$ cat src/hw/rtl/acbr_ram.sv
module acbr_ram #(
    parameter int DEPTH = 2,
    parameter int WIDTH = 16,
    localparam int AW = (DEPTH > 1) ? $clog2(DEPTH) : 1
) (
    input  logic             clk,
    input  logic             we,
    input  logic [AW-1:0]    waddr,
    input  logic [WIDTH-1:0] wdata,
    input  logic [AW-1:0]    raddr,
    output logic [WIDTH-1:0] rdata
);

    logic [WIDTH-1:0] mem [DEPTH];
    logic [WIDTH-1:0] rdata_reg;

    // one write port, one registered read port
    always_ff @(posedge clk)
    begin
        if (we)
        begin
            mem[waddr] <= wdata;
        end
        rdata_reg <= mem[raddr];
    end

    assign rdata = rdata_reg;

endmodule

$ cat config.mk
export PLATFORM = sky130hd
export DESIGN_NAME = acbr_ram
export DESIGN_NICKNAME = d
export VERILOG_FILES = /design/src/hw/rtl/acbr_ram.sv
export SDC_FILE = /design/constraint.sdc
export NUM_CORES = 1
export LEC_CHECK = 0
export BUFFER_PORTS_ARGS = -buffer_cell sky130_fd_sc_hd__buf_2
export CORE_UTILIZATION = 50
export DETAILED_ROUTE_END_ITERATION = 10
export GPL_TIMING_DRIVEN = 0
export PLACE_DENSITY = 0.75
export SLEW_MARGIN = 20
export SYNTH_ARGS = -nofsm -noshare
export SYNTH_HDL_FRONTEND = slang
export SYNTH_SLANG_ARGS = --single-unit
$ cat constraint.sdc
create_clock -name clk -period 1.7 [get_ports clk]
set_input_delay 0.255 -clock clk [delete_from_list [all_inputs] [get_ports clk]]
set_output_delay 0.255 -clock clk [all_outputs]
set_load 0.02 [all_outputs]
==> flow_summary.json <==
{
  "gp_congestion": 0.593,
  "status": "complete, but fails checks",
  "ys_seq_area_frac": 0.830,
  "min_period_over_period": 0.659,
  "cap_violations": 0,
  "dr.pass1.iters": 7,
  "dp_hpwl_um": 1330,
  "critPathArrivalTime_ns": 0.87,
  "start_util": 0.545,
  "drv_slew": 0,
  "grt_pass1_wl_um": 3080,
  "cts_buffers": 5,
  "ir_drop_v": 0.000505,
  "viasPerCell": 4.94,
  "p_per_area_mw_per_mm2": 1120,
  "hold_buffers": 0,
  "num_antenna_cells": 0,
  "maxClockFrequency_ghz": 0.892,
  "grt_overflow_total": 0,
  "hold_path_class": "primary input to flop",
  "criticalPathCategory": "flop to primary output",
  "ys_warn_count": 0,
  "post-route-drc-count": 3,
  "whs_ns": 0.0848,
  "cts-root-buf": "clkbuf_4",
  "grt_pass1_vias": 696,
  "violations": "DRC",
  "ant_nets": 0,
  "final.min_clock_period_ns": 1.12,
  "die_y_um": 57.5,
  "io_pins": 36,
  "crit_slowest_cell": "dfxtp_1",
  "dieArea_sq_mm": 0.00331,
  "clock_sinks": 48,
  "dpl-instance-area_sq_mm": 0.00175,
  "r2r_slack_ns": 0.94,
  "worst_slew_pin_slew_ns": 0.853,
  "setup_violations": 0,
  "critical-path-max-stage-delay_ns": 0.36,
  "clockBufferDepth": 2,
  "path_clk_slew_ns": 0.12,
  "wire_per_inst_um": 14.4,
  "rsz0062_at_grt": "false",
  "ys_ff_latch": 48,
  "drt-total-wl_um": 2040,
  "h-tree-depth": 2,
  "hold_violations": 0,
  "area_delta_synth_final_pct": 17.0,
  "setup-tns-final_ns": 0,
  "seq_area_sq_mm": 0.00128,
  "grt_max_degree": 17,
  "syn_area_per_cell_sq_um": 22.7,
  "cts_tree": "built",
  "post_cts_buffers": 0,
  "synth_top_area_cell": "edfxtp_1",
  "relSlewSlack": 0.429,
  "drt_iter0_drc": 16,
  "worstPathMaxFanout": 1,
  "worstPathCellList": "buf_2",
  "synthesis.area_sq_mm": 0.00154,
  "crit_buf_inv": 1,
  "power_leakage_nw": 0.725,
  "die_w_um": 57.5,
  "cp_top_family": "flip-flops",
  "synth_cells": 68,
  "track_usage": 0.140,
  "synth_nets": 88,
  "yosysUniqueCellTypes": 8,
  "synth_top_area_frac": 0.623,
  "end_kind": "primary output",
  "fin_total_pwr_w": 0.00202,
  "fin_nets": 129,
  "antenna_found_initial": 0,
  "critPathLaunchType": "flop",
  "core_sq_mm": 0.00283,
  "stdcell_area_sq_mm": 0.00180,
  "cp_data_required_time_ns": 1.44,
  "yosys-top-cells-area": "edfxtp_1, dfxtp_1, mux2_4, mux2_2, buf_12",
  "drive_gt1_frac": 0.536,
  "vias": 696,
  "multi_input_area_sq_um": 233,
  "rows": 19,
  "cts-resized-gates": 0,
  "clock_latency_ns": 0.35,
  "portBuffers": 34,
  "num-fill-cells": 223,
  "skew_ns": 0.00790,
  "largest_register_ffs": 32
}
-- placed cells by master (no fill, tap or decap) --
cell,count
clkbuf_1,2
mux2_4,10
clkinv_2,1
edfxtp_1,32
buf_6,1
buf_2,34
nor2b_2,1
and2_1,1
buf_12,1
dfxtp_1,16
clkbuf_4,5
mux2_2,6
-- final timing paths --
kind | depth (start not counted) | startpoint | endpoint
max | 1 | rdata[15] | rdata[15]
min | 1 | wdata[3] | mem[0][3]
max reg2reg | 1 | mem[0][12] | rdata[12]
min reg2reg | 1 | mem[0][9] | rdata[9]
-- per-layer routing --
layer | part of all wire | vias to the layer above | global-route usage
met5 | 0 | - | 0
met4 | 0.027 | 0 | 0.0836
met3 | 0.077 | 6 | 0.0816
met2 | 0.50 | 30 | 0.209
met1 | 0.40 | 326 | 0.154
li1 | - | 334 | -
-- metrics by stage --
| stage | util | instances | worst slack (ns) |
|---|---|---|---|
| 2_1_floorplan | - | 68 | 0.290 |
| 3_3_place_gp | 0.619 | 133 | -0.151 |
| 3_5_place_dp | 0.620 | 133 | 0.276 |
| 4_1_cts | 0.638 | 141 | 0.562 |
| 5_1_grt | 0.638 | 141 | 0.538 |
| 6_report | 0.638 | 141 | 0.579 |
-- power breakdown --
| group | leakage, nW | internal, W | switching, W |
|---|---|---|---|
| Clock | 0.0293 | 0.000162 | 0.000317 |
| Sequential | 0.435 | 0.00134 | 0.0000212 |
| Combinational | 0.261 | 0.0000889 | 0.0000983 |
-- kinds of logic (layout without fill, tap and decap cells) --
family	count (synthesis)	after routing	synth area share
buffers and inverters	2	44	0.0203
muxes	16	16	0.141
DFF	48	48	0.830
and+or+nand+nor	2	2	0.00812
-- Yosys cell counts --
| library cell | n |
|---|---|
| dfxtp_1 | 16 |
| buf_12 | 1 |
| mux2_4 | 10 |
| nor2b_1 | 1 |
| buf_6 | 1 |
| and2_1 | 1 |
| edfxtp_1 | 32 |
| mux2_2 | 6 |
-- cell type report --
class	count	area share
sequential	48	0.710
tap	31	0.0215
buffer	2	0.0173
timing repair buffer	34	0.0943
clock inverter	1	0.00277
clock buffer	7	0.0250
multi-input combinational	18	0.129
Note: power is estimated with default switching activity, not from simulation.
