### src/hw/rtl/acbr_pkg.sv
package acbr_pkg;

    // layer geometry
    localparam int KERNEL = 3;
    localparam int STRIDE = 1;
    localparam int CH_IN  = 8;
    localparam int CH_OUT = 8;
    localparam int W_IN   = 16;
    localparam int H_IN   = 16;

    // store sizes
    localparam int FEAT_DEPTH = H_IN * W_IN * CH_IN;
    localparam int WGT_DEPTH  = KERNEL * KERNEL * CH_IN * CH_OUT;
    localparam int NTAP       = KERNEL * KERNEL * CH_IN;

    localparam int FEAT_AW = (FEAT_DEPTH > 1) ? $clog2(FEAT_DEPTH) : 1;
    localparam int WGT_AW  = (WGT_DEPTH > 1) ? $clog2(WGT_DEPTH) : 1;
    localparam int CHO_AW  = (CH_OUT > 1) ? $clog2(CH_OUT) : 1;
    localparam int K_W     = (KERNEL > 1) ? $clog2(KERNEL) : 1;
    localparam int CI_W    = (CH_IN > 1) ? $clog2(CH_IN) : 1;
    localparam int TAP_W   = (NTAP > 1) ? $clog2(NTAP) : 1;

    // field widths
    localparam int CMD_W  = 3;
    localparam int ADDR_W = 11;
    localparam int DATA_W = 16;
    localparam int ROW_W  = 4;
    localparam int COL_W  = 4;
    localparam int CHAN_W = 3;
    localparam int VAL_W  = 15;

    // arithmetic
    localparam int AD_W    = 16;
    localparam int ACC_W   = 32;
    localparam int PROD_W  = 48;
    localparam int FRAC    = 8;
    localparam int VAL_MAX = 32767;

    typedef enum logic [CMD_W-1:0] {
        CMD_LOAD_FEAT  = 3'd0,
        CMD_LOAD_WGT   = 3'd1,
        CMD_LOAD_SCALE = 3'd2,
        CMD_LOAD_SHIFT = 3'd3,
        CMD_COMPUTE    = 3'd4
    } cmd_t;

    typedef struct packed {
        logic [CMD_W-1:0]         command;
        logic [ADDR_W-1:0]        addr;
        logic signed [DATA_W-1:0] data;
        logic [ROW_W-1:0]         out_row;
        logic [COL_W-1:0]         out_col;
        logic [CHAN_W-1:0]        out_chan;
    } req_t;

    typedef struct packed {
        logic [VAL_W-1:0]  result_value;
        logic [ROW_W-1:0]  res_row;
        logic [COL_W-1:0]  res_col;
        logic [CHAN_W-1:0] res_chan;
        logic              saturated;
    } res_t;

    // per-tap control travelling alongside the store reads
    typedef struct packed {
        logic valid;
        logic in_map;
        logic last;
    } tap_ctl_t;

endpackage

### src/hw/rtl/acbr_dp.sv
module acbr_dp import acbr_pkg::*; (
    input  logic                     clk,
    input  logic                     rst_n,
    input  logic                     start,
    input  tap_ctl_t                 tap,
    input  logic signed [DATA_W-1:0] feat,
    input  logic signed [DATA_W-1:0] wgt,
    input  logic signed [DATA_W-1:0] scale,
    input  logic signed [DATA_W-1:0] shift,
    output logic                     done,
    output logic [VAL_W-1:0]         value,
    output logic                     saturated
);

    tap_ctl_t                 tap1_reg;
    logic [AD_W-1:0]          ad_reg;
    logic                     ad_valid_reg;
    logic                     last2_reg;
    logic signed [ACC_W-1:0]  acc_reg;
    logic                     last3_reg;
    logic signed [PROD_W-1:0] prod_reg;
    logic                     mul_reg;
    logic                     done_reg;
    logic [VAL_W-1:0]         value_reg;
    logic                     sat_reg;

    logic signed [DATA_W:0]   diff;
    logic [DATA_W:0]          diff_abs;
    logic signed [PROD_W-1:0] scale_x;
    logic signed [PROD_W-1:0] acc_x;
    logic signed [PROD_W-1:0] sum_v;

    // absolute difference of the registered store reads
    always_comb
    begin
        diff     = {feat[DATA_W-1], feat} - {wgt[DATA_W-1], wgt};
        diff_abs = diff[DATA_W] ? 17'(-diff) : 17'(diff);
    end

    // scale, floor shift by the fraction bits, add shift
    always_comb
    begin
        scale_x = PROD_W'(scale);
        acc_x   = PROD_W'(acc_reg);
        sum_v   = (prod_reg >>> FRAC) + PROD_W'(shift);
    end

    // tap pipeline, accumulator, then multiply and clip steps
    always_ff @(posedge clk or negedge rst_n)
    begin
        if (!rst_n)
        begin
            tap1_reg     <= '0;
            ad_reg       <= '0;
            ad_valid_reg <= 1'b0;
            last2_reg    <= 1'b0;
            acc_reg      <= '0;
            last3_reg    <= 1'b0;
            prod_reg     <= '0;
            mul_reg      <= 1'b0;
            done_reg     <= 1'b0;
            value_reg    <= '0;
            sat_reg      <= 1'b0;
        end
        else
        begin
            tap1_reg     <= tap;
            ad_reg       <= diff_abs[AD_W-1:0];
            ad_valid_reg <= tap1_reg.valid && tap1_reg.in_map;
            last2_reg    <= tap1_reg.last;
            last3_reg    <= last2_reg;
            mul_reg      <= last3_reg;
            done_reg     <= mul_reg;

            if (start)
            begin
                acc_reg <= '0;
            end
            else if (ad_valid_reg)
            begin
                acc_reg <= acc_reg - $signed({{(ACC_W - AD_W){1'b0}}, ad_reg});
            end

            if (last3_reg)
            begin
                prod_reg <= scale_x * acc_x;
            end

            if (mul_reg)
            begin
                if (sum_v < 0)
                begin
                    value_reg <= '0;
                    sat_reg   <= 1'b0;
                end
                else if (sum_v > PROD_W'(VAL_MAX))
                begin
                    value_reg <= VAL_W'(VAL_MAX);
                    sat_reg   <= 1'b1;
                end
                else
                begin
                    value_reg <= sum_v[VAL_W-1:0];
                    sat_reg   <= 1'b0;
                end
            end
        end
    end

    assign done      = done_reg;
    assign value     = value_reg;
    assign saturated = sat_reg;

endmodule

### config.mk
export PLATFORM = sky130hd
export DESIGN_NAME = acbr_dp
export DESIGN_NICKNAME = d
export VERILOG_FILES = /design/src/hw/rtl/acbr_pkg.sv /design/src/hw/rtl/acbr_dp.sv
export SDC_FILE = /design/constraint.sdc
export NUM_CORES = 2
export LEC_CHECK = 0
export BUFFER_PORTS_ARGS = -buffer_cell sky130_fd_sc_hd__buf_2
export CORE_ASPECT_RATIO = 2
export CORE_MARGIN = 5
export CORE_UTILIZATION = 57
export DETAILED_ROUTE_END_ITERATION = 7
export GPL_TIMING_DRIVEN = 0
export HOLD_SLACK_MARGIN = 0.06
export PLACE_DENSITY = 0.74
export SYNTH_ARGS = -nofsm -noshare
export SYNTH_HDL_FRONTEND = slang
export SYNTH_SLANG_ARGS = --single-unit
### constraint.sdc
create_clock -name clk -period 8.9 [get_ports clk]
set_clock_uncertainty 0.15 [all_clocks]
set_input_delay 1.335 -clock clk [delete_from_list [all_inputs] [get_ports clk]]
set_output_delay 1.335 -clock clk [all_outputs]
set_load 0.05 [all_outputs]
==> reports/qor.csv <==
stage;metric;value;unit
outcome;status;finished clean;
grt;vias in the first global route;23804;
sta;Final min period;8.76;ns
yosys;most instantiated cells after synthesis;inv_1, fa_1, nand2_1;
cts;Num CTS Buffers;9;
worst_setup_path;Setup crit end kind;register;
layout;Layout Nets;3801;
yosys;sequential share of the synthesized area;0.108;
layout;Area growth syn-to-layout;6.03;%
grt;Total GRT Usage;0.322;
sta;final critical-path share of the clock period;0.985;
yosys;EDFF count, synth;0;
floorplanning;Die Width;161;um
sta;max-slew violations;0;
floorplanning;DIE HEIGHT;312;um
yosys;cell type with the largest total area after synthesis;fa_1;
worst_setup_path;worst path required time;9.03;ns
grt;first-pass GRT wire length;124000;um
routing;Vias/cell;5.78;
sta;final number of hold-violating endpoints;0;
layout;Cell Count, Final, Fillers Out;3625;
cts;Clock Path Buffers;2;
floorplanning;row count;110;
worst_setup_path;CP Class;input pin to register;
worst_setup_path;worst-path fanout max;10;
yosys;Synth async-reset ratio;1.00;
routing;drt first pass iters;6;
routing;# DRC;0;
layout;fill cell count;4009;
cts;TritonCTS clock tree;built;
cts;Clock Latency Late Sink;0.40;ns
sta;Worst-Margin Slew;1.08;ns
yosys;Yosys reg bits;112;
cts;post-CTS setup buffers;0;
yosys;syn nets;3702;
place;global placer's final weighted congestion;1.00;
yosys;area of the mapped netlist;25900;um2
yosys;most frequent cell after synthesis;inv_1;
yosys;yosys warns;0;
layout;area occupied by multi-input gates;20300;um2
grt;largest net degree at the start of global routing;92;
grt;global route total overflow;0;
cts;root buf cell;clkbuf_16;
worst_setup_path;FF-to-FF path depth;23;
grt;initial antenna violation count;2;
worst_setup_path;CP startpoint kind;input pin;
sta;Slew HR;0.278;
worst_setup_path;Arr. time, crit path;8.90;ns
layout;Reg area;2800;um2
cts;Worst-path clk slew;0.08;ns
cts;Max H-tree Level;3;
run;Max Cap Violations;0;
floorplanning;Ports;87;
routing;routed via count;20949;
floorplanning;die area;50100;um2
layout;max reg flops;40;
place;dpl cells;3608;
layout;layout cell share with drive strength beyond 1;0.0610;
routing;final wirelength;78800;um
floorplanning;core region area;45000;um2
cts;CTS sink count;112;
sta;Max Fclk;114;MHz
worst_hold_path;class of the worst hold path;register to register;
yosys;Post-Syn Instances;2960;
sta;RSZ-0062 raised after global routing;no;
place;# port buffers;86;
yosys;synth unique cells;72;
routing;DR iter-0 viols;1161;
place;Final HPWL DP;68400;um
worst_hold_path;Worst Hold Depth;0;
routing;routed len/inst;21.7;um
yosys;ys flop type;dfrtp_1;
floorplanning;Initial Utilization;0.576;
routing;Routed Antenna Nets;0;
yosys;post-synth top area share;0.377;
yosys;Synth area leaders;fa_1, dfrtp_1, inv_1;
sta;Final setup viols;0;
yosys;syn_area_per_cell;8.76;um2
-- final timing paths --
| check | startpoint | end | slack (ns) |
|---|---|---|---|
| max | scale[9] | prod_reg[47] | 0.14 |
| min | tap1_reg[0] | last2_reg | 0.21 |
| max reg2reg | acc_reg[16] | prod_reg[47] | 0.25 |
| min reg2reg | tap1_reg[0] | last2_reg | 0.21 |
| max in group asynchronous | rst_n | ad_reg[7] | 7.23 |
| min in group asynchronous | rst_n | value[5] | 0.63 |
-- cell families (layout without fill, tap and decap cells) --
family | Yosys count | count (layout) | share of synthesized area
and+or+nand+nor | 881 | 881 | 0.164
buffers and inverters | 761 | 865 | 0.111
adders and majority gates | 672 | 672 | 0.466
AOI/OAI and AO/OA | 377 | 377 | 0.0939
DFF | 112 | 112 | 0.108
xor gates and xnor gates | 107 | 107 | 0.0361
muxes | 50 | 50 | 0.0210
other | 0 | 1 | 0
-- cell type report --
cell class	instances	share of cell area
inverters	634	0.0866
clock buffers	9	0.00819
multi-input cells	2087	0.737
clock inverters	7	0.00373
diodes	1	0.0000910
flip-flops and latches	112	0.102
repair buffers	88	0.0173
well taps	560	0.0255
plain buffers	127	0.0197
-- critical path, cell delays in order --
cell	delay (ns)
buf_2	0.22
clkbuf_1	0.80
nand2_1	0.16
fa_1	0.53
inv_1	0.06
fa_1	0.50
fa_1	0.52
fa_1	0.43
fa_1	0.51
inv_1	0.05
fa_1	0.47
inv_1	0.04
ha_1	0.37
a21oi_1	0.26
o221ai_1	0.27
or3_1	0.50
a221o_1	0.44
a31o_2	0.30
a221oi_2	0.41
o21ai_0	0.25
xnor2_1	0.19
mux2_2	0.28
-- stage by stage --
step	setup WS, ns	setup TNS [ns]	cell area (um2)	utilization	hold slack [ns]
final	0.135	0	27500	0.611	0.214
after floorplan	1.18	0	25900	-	0.181
after detailed placement	-0.812	-3.52	27100	0.602	0.195
after global routing	0.0379	0	27500	0.611	0.237
after global placement	-0.842	-3.23	27100	0.601	0.187
after CTS	0.153	0	27500	0.610	0.215
-- cell usage in the layout (no fill, tap or decap), drive strengths merged, types with 12 or more instances in the layout --
master / n
o21ai: 70
xnor2: 65
nor2b: 25
xor2: 42
a21o: 34
mux2i: 15
a31oi: 12
nor3: 30
fa: 488
nand2: 373
and2: 206
buf: 99
clkbuf: 122
inv: 636
mux2: 35
and3: 16
nor2: 117
a211oi: 16
dfrtp: 112
ha: 184
nand3: 25
o21a: 22
nor4: 15
nand4: 22
a21oi: 130
nand2b: 18
-- layer usage --
layer / up-vias / GRT usage / share of wire
met3: 361 / 0.0442 / 0.048
met1: 10466 / 0.301 / 0.31
met2: 787 / 0.602 / 0.53
met5: - / 0 / 0.00015
li1: 9333 / - / -
met4: 2 / 0.274 / 0.11
-- what timing repair did --
| action | 4_1_cts | 5_1_grt |
|---|---|---|
| hold buffers | 0 | 0 |
| pin swaps | 0 | 0 |
| gates cloned | 0 | 0 |
| gates resized for setup | 23 | 11 |
| endpoints found under the setup margin | 4 | 4 |
Power is left out: the tool's default activity adds up to more than one toggle a clock period on the data nets, which glitch-free logic cannot reach.
