### src/hw/rtl/acbr_pkg.sv
package acbr_pkg;

    // layer geometry
    localparam int KERNEL = 3;
    localparam int STRIDE = 1;
    localparam int CH_IN  = 8;
    localparam int CH_OUT = 8;
    localparam int W_IN   = 16;
    localparam int H_IN   = 16;

    // store sizes
    localparam int FEAT_DEPTH = H_IN * W_IN * CH_IN;
    localparam int WGT_DEPTH  = KERNEL * KERNEL * CH_IN * CH_OUT;
    localparam int NTAP       = KERNEL * KERNEL * CH_IN;

    localparam int FEAT_AW = (FEAT_DEPTH > 1) ? $clog2(FEAT_DEPTH) : 1;
    localparam int WGT_AW  = (WGT_DEPTH > 1) ? $clog2(WGT_DEPTH) : 1;
    localparam int CHO_AW  = (CH_OUT > 1) ? $clog2(CH_OUT) : 1;
    localparam int K_W     = (KERNEL > 1) ? $clog2(KERNEL) : 1;
    localparam int CI_W    = (CH_IN > 1) ? $clog2(CH_IN) : 1;
    localparam int TAP_W   = (NTAP > 1) ? $clog2(NTAP) : 1;

    // field widths
    localparam int CMD_W  = 3;
    localparam int ADDR_W = 11;
    localparam int DATA_W = 16;
    localparam int ROW_W  = 4;
    localparam int COL_W  = 4;
    localparam int CHAN_W = 3;
    localparam int VAL_W  = 15;

    // arithmetic
    localparam int AD_W    = 16;
    localparam int ACC_W   = 32;
    localparam int PROD_W  = 48;
    localparam int FRAC    = 8;
    localparam int VAL_MAX = 32767;

    typedef enum logic [CMD_W-1:0] {
        CMD_LOAD_FEAT  = 3'd0,
        CMD_LOAD_WGT   = 3'd1,
        CMD_LOAD_SCALE = 3'd2,
        CMD_LOAD_SHIFT = 3'd3,
        CMD_COMPUTE    = 3'd4
    } cmd_t;

    typedef struct packed {
        logic [CMD_W-1:0]         command;
        logic [ADDR_W-1:0]        addr;
        logic signed [DATA_W-1:0] data;
        logic [ROW_W-1:0]         out_row;
        logic [COL_W-1:0]         out_col;
        logic [CHAN_W-1:0]        out_chan;
    } req_t;

    typedef struct packed {
        logic [VAL_W-1:0]  result_value;
        logic [ROW_W-1:0]  res_row;
        logic [COL_W-1:0]  res_col;
        logic [CHAN_W-1:0] res_chan;
        logic              saturated;
    } res_t;

    // per-tap control travelling alongside the store reads
    typedef struct packed {
        logic valid;
        logic in_map;
        logic last;
    } tap_ctl_t;

endpackage

### src/hw/rtl/acbr_seq.sv
module acbr_seq import acbr_pkg::*; (
    input  logic               clk,
    input  logic               rst_n,
    input  logic               start,
    input  logic [ROW_W-1:0]   row,
    input  logic [COL_W-1:0]   col,
    input  logic [CHAN_W-1:0]  chan,
    output logic [FEAT_AW-1:0] feat_addr,
    output logic [WGT_AW-1:0]  wgt_addr,
    output tap_ctl_t           tap
);

    logic             run_reg;
    logic [K_W-1:0]   ky_reg;
    logic [K_W-1:0]   kx_reg;
    logic [CI_W-1:0]  ci_reg;
    logic [TAP_W-1:0] tap_reg;

    logic [31:0] h_full;
    logic [31:0] w_full;
    logic [31:0] fi_full;
    logic [31:0] wi_full;
    logic        last_tap;

    // window position and store addresses of the current tap
    always_comb
    begin
        h_full    = 32'(row) * STRIDE + 32'(ky_reg);
        w_full    = 32'(col) * STRIDE + 32'(kx_reg);
        fi_full   = (h_full * W_IN + w_full) * CH_IN + 32'(ci_reg);
        wi_full   = 32'(tap_reg) * CH_OUT + 32'(chan);
        feat_addr = fi_full[FEAT_AW-1:0];
        wgt_addr  = wi_full[WGT_AW-1:0];
        last_tap  = (ky_reg == K_W'(KERNEL - 1)) && (kx_reg == K_W'(KERNEL - 1))
                    && (ci_reg == CI_W'(CH_IN - 1));
        tap.valid  = run_reg;
        tap.in_map = (h_full < H_IN) && (w_full < W_IN);
        tap.last   = run_reg && last_tap;
    end

    // walk channels innermost, then kernel column, then kernel row
    always_ff @(posedge clk or negedge rst_n)
    begin
        if (!rst_n)
        begin
            run_reg <= 1'b0;
            ky_reg  <= '0;
            kx_reg  <= '0;
            ci_reg  <= '0;
            tap_reg <= '0;
        end
        else if (start)
        begin
            run_reg <= 1'b1;
            ky_reg  <= '0;
            kx_reg  <= '0;
            ci_reg  <= '0;
            tap_reg <= '0;
        end
        else if (run_reg)
        begin
            tap_reg <= tap_reg + 1'b1;
            if (last_tap)
            begin
                run_reg <= 1'b0;
            end
            if (ci_reg == CI_W'(CH_IN - 1))
            begin
                ci_reg <= '0;
                if (kx_reg == K_W'(KERNEL - 1))
                begin
                    kx_reg <= '0;
                    ky_reg <= ky_reg + 1'b1;
                end
                else
                begin
                    kx_reg <= kx_reg + 1'b1;
                end
            end
            else
            begin
                ci_reg <= ci_reg + 1'b1;
            end
        end
    end

endmodule

### config.mk
export PLATFORM = sky130hd
export DESIGN_NAME = acbr_seq
export DESIGN_NICKNAME = d
export VERILOG_FILES = /design/src/hw/rtl/acbr_pkg.sv /design/src/hw/rtl/acbr_seq.sv
export SDC_FILE = /design/constraint.sdc
export NUM_CORES = 1
export LEC_CHECK = 0
export ABC_AREA = 0
export ABC_CLOCK_PERIOD_IN_PS = 6620
export BUFFER_PORTS_ARGS = -buffer_cell sky130_fd_sc_hd__buf_2
export CAP_MARGIN = 20
export CORE_MARGIN = 3
export CORE_UTILIZATION = 51
export DETAILED_ROUTE_END_ITERATION = 12
export GPL_TIMING_DRIVEN = 0
export PLACE_DENSITY_LB_ADDON = 0.08
export SYNTH_ARGS = -nofsm -noshare
export SYNTH_HDL_FRONTEND = slang
export SYNTH_SLANG_ARGS = --single-unit
### constraint.sdc
create_clock -name clk -period 6.62 [get_ports clk]
set_clock_uncertainty 0.15 [all_clocks]
set_input_delay 1.324 -clock clk [delete_from_list [all_inputs] [get_ports clk]]
set_output_delay 1.324 -clock clk [all_outputs]
set_load 0.05 [all_outputs]
==> impl_metrics.env <==
export IMPL_ys_warn_count=0
export IMPL_start_util=0.5518
export IMPL_drc_errors=0
export IMPL_worst_pin_slew_ps=416.4
export IMPL_syn_area_per_cell_um2=9.638
export IMPL_area_delta_synth_final_pct=23.39
export IMPL_yosysSeqAreaShare=0.3856
export IMPL_post_synth_num_cell_types=23
export IMPL_regToRegEndpoint="ky_reg[1]"
export IMPL_startpoint_type="input pin"
export IMPL_die_area_mm2=0.002469
export IMPL_powerDensity_mw_per_mm2=165.4
export IMPL_setup_violations=0
export IMPL_r2r_start="ci_reg[0]"
export IMPL_cts_tree="yes"
export IMPL_postCtsHoldBufs=0
export IMPL_finalCriticalPeriod_ps=4717
export IMPL_slew_violations=0
export IMPL_die_y_um=49.69
export IMPL_antenna_cells=0
export IMPL_numCtsBuffers=3
export IMPL_root_buffer="clkbuf_4"
export IMPL_finalHoldViolCount=0
export IMPL_final_util=0.6809
export IMPL_rsz0062_at_grt="no"
export IMPL_rows=15
export IMPL_cp_max_fo=3
export IMPL_synth_edff_count=0
export IMPL_critical_path_top_delay_family="adder cells"
export IMPL_cp_cell_sequence="buf_2 > ha_1 > inv_1 > fa_1 > nor2_1 > ha_1 > nand2_1 > mux2i_1 > a21oi_1 > xnor2_1 > buf_2"
export IMPL_synth_common_cells="15 x dfrtp_1, 15 x nor2_1, 10 x ha_1"
export IMPL_vias=827
export IMPL_synth_top_cell_area_share=0.3856
export IMPL_drive_gt1_frac=0.3022
export IMPL_firstDrtPassIters=4
export IMPL_netlist_instances=101
export IMPL_synth_nets=127
export IMPL_place_inst=160
export IMPL_p_leak_nw=0.6455
export IMPL_min_path_type="reg -> reg"
export IMPL_globalplace_congestion=0.7255
export IMPL_htreeDepth=1
export IMPL_die_w_um=49.69
export IMPL_hold_worst_slack_ps=411.8
export IMPL_port_buffers=34
export IMPL_clockBufferDepth=2
export IMPL_grt_pass1_wl_um=3332
export IMPL_ir_drop_v=0.0001399
export IMPL_fin_crit_sh=0.7125
export IMPL_critical_path_max_stage_delay_ps=410
export IMPL_gr_total_overflow=0
export IMPL_core_area_mm2=0.001764
export IMPL_instances_no_fill=164
export IMPL_ant_nets=0
export IMPL_max_freq_mhz=212.0
export IMPL_synth_area_leaders="dfrtp_1 39%, ha_1 13%, xnor2_1 6.3%"
export IMPL_endpoint_kind="output port"
export IMPL_min_from="ci_reg[2]"
export IMPL_final_nets=166
export IMPL_dp_hpwl_um=1536
export IMPL_grtUsageTotal=0.1707
export IMPL_wl_um=1886
export IMPL_synthArstFlopShare=1.000
export IMPL_hold_depth=2
export IMPL_worstPathBufferInverterCount=3
export IMPL_worstPathArrival_ps=3240
export IMPL_status="complete, no violations"
export IMPL_detail_route_iter0_violations=8
export IMPL_setup_tns_ps=0
export IMPL_via_per_inst=5.043
export IMPL_worstPathRequired_ps=5150
export IMPL_yosysTopAreaCell="dfrtp_1"
export IMPL_grt_max_degree=16
export IMPL_drv_cap=0
export IMPL_max_slew_margin=0.7224
export IMPL_cts_sinks=15
export IMPL_r2r_setup_slack_ps=5030
export IMPL_avgRoutedWirePerCell_um=11.50
export IMPL_pin_count=38
export IMPL_critical_path_class="in -> out"
export IMPL_hold_end="ci_reg[2]"
export IMPL_finalPower_mw=0.1987
export IMPL_r2r_cells=6
export IMPL_grt_pass1_vias=816
export IMPL_post_cts_buffers=0
export IMPL_synth_area_um2=973.4
export IMPL_post_cts_resized=0
export IMPL_antenna_found_initial=0
export IMPL_synth_ff_type="dfrtp_1"
export IMPL_largest_reg_flops=7
export IMPL_critPathSlowestCell="fa_1"
export IMPL_clk_pin_slew_worst_paths_ps=80
export IMPL_synth_ff_latch_count=15
export IMPL_clock_latency_ps=280
==> per-layer routing <==
| layer | up-vias | GRT usage | wire, µm | part of all wire |
|---|---|---|---|---|
| li1 | 417 | - | - | - |
| met1 | 385 | 0.1981 | 812 | 0.43 |
| met2 | 25 | 0.3062 | 956 | 0.51 |
| met3 | 0 | 0.05136 | 118 | 0.063 |
| met4 | 0 | 0.03687 | 0 | 0 |
| met5 | - | 0 | 0 | 0 |
==> how the worst max path moves through the flow <==
stage | start | to | depth (start not counted)
after CTS | col[0] | feat_addr[10] | 11
after detailed placement | col[0] | feat_addr[10] | 11
after floorplan | col[0] | feat_addr[10] | 9
after global placement | col[0] | feat_addr[10] | 11
after global routing | col[0] | feat_addr[10] | 11
final | col[0] | feat_addr[10] | 11
==> cell type report <==
| class | count | area (µm²) |
|---|---|---|
| fill | 166 | 563.0 |
| multi-input combinational | 74 | 536.8 |
| sequential | 15 | 375.4 |
| timing repair buffer | 34 | 170.2 |
| buffer | 6 | 38.79 |
| tap | 25 | 31.28 |
| clock buffer | 4 | 26.28 |
| inverter | 6 | 22.52 |
==> layout by cell type (no fill, tap or decap), types with 3 or more instances in the layout <==
cell,synthesis,routed
nor2_1,15,15
inv_1,6,6
dfrtp_1,15,15
nand4_1,3,3
a21oi_1,8,8
mux2i_1,5,5
ha_1,10,10
clkbuf_4,0,3
buf_4,4,4
xnor2_1,7,7
buf_2,1,35
nand2_1,8,8
xor2_1,3,3
==> worst reg2reg max path, stage by stage, from the launching register on <==
cell and delay, ps:
dfrtp_1 420, ha_1 210, ha_1 250, nand4b_1 210
nor2_1 60, a21oi_1 130, nor2_1 50
==> report_power, final <==
group | internal (mW) | total (mW) | switching, mW | leakage (nW)
registers | 0.0947 | 0.0979 | 0.00317 | 0.199
logic | 0.0137 | 0.0505 | 0.0369 | 0.431
clock network | 0.0234 | 0.0503 | 0.0269 | 0.0150
==> logic make-up (layout without fill, tap and decap cells) <==
| kind of cell | after synthesis | after routing | synth area share |
|---|---|---|---|
| XOR/XNOR | 10 | 10 | 0.08998 |
| AND/OR/NAND/NOR | 33 | 33 | 0.1581 |
| adder cells (fa/ha/maj) | 12 | 12 | 0.1697 |
| multiplexers | 5 | 5 | 0.05142 |
| AO/OA/AOI/OAI | 14 | 14 | 0.08227 |
| flip-flops | 15 | 15 | 0.3856 |
| buffers and inverters | 12 | 50 | 0.06297 |
==> stage by stage <==
| step | area [µm²] | worst slack, ps |
|---|---|---|
| floorplan | 973.4 | 1792 |
| global placement | 1175 | 1961 |
| detailed placement | 1175 | 1904 |
| CTS | 1201 | 1899 |
| global route | 1201 | 1767 |
| finish | 1201 | 1903 |
No activity file was read; power rests on OpenSTA's default activity.
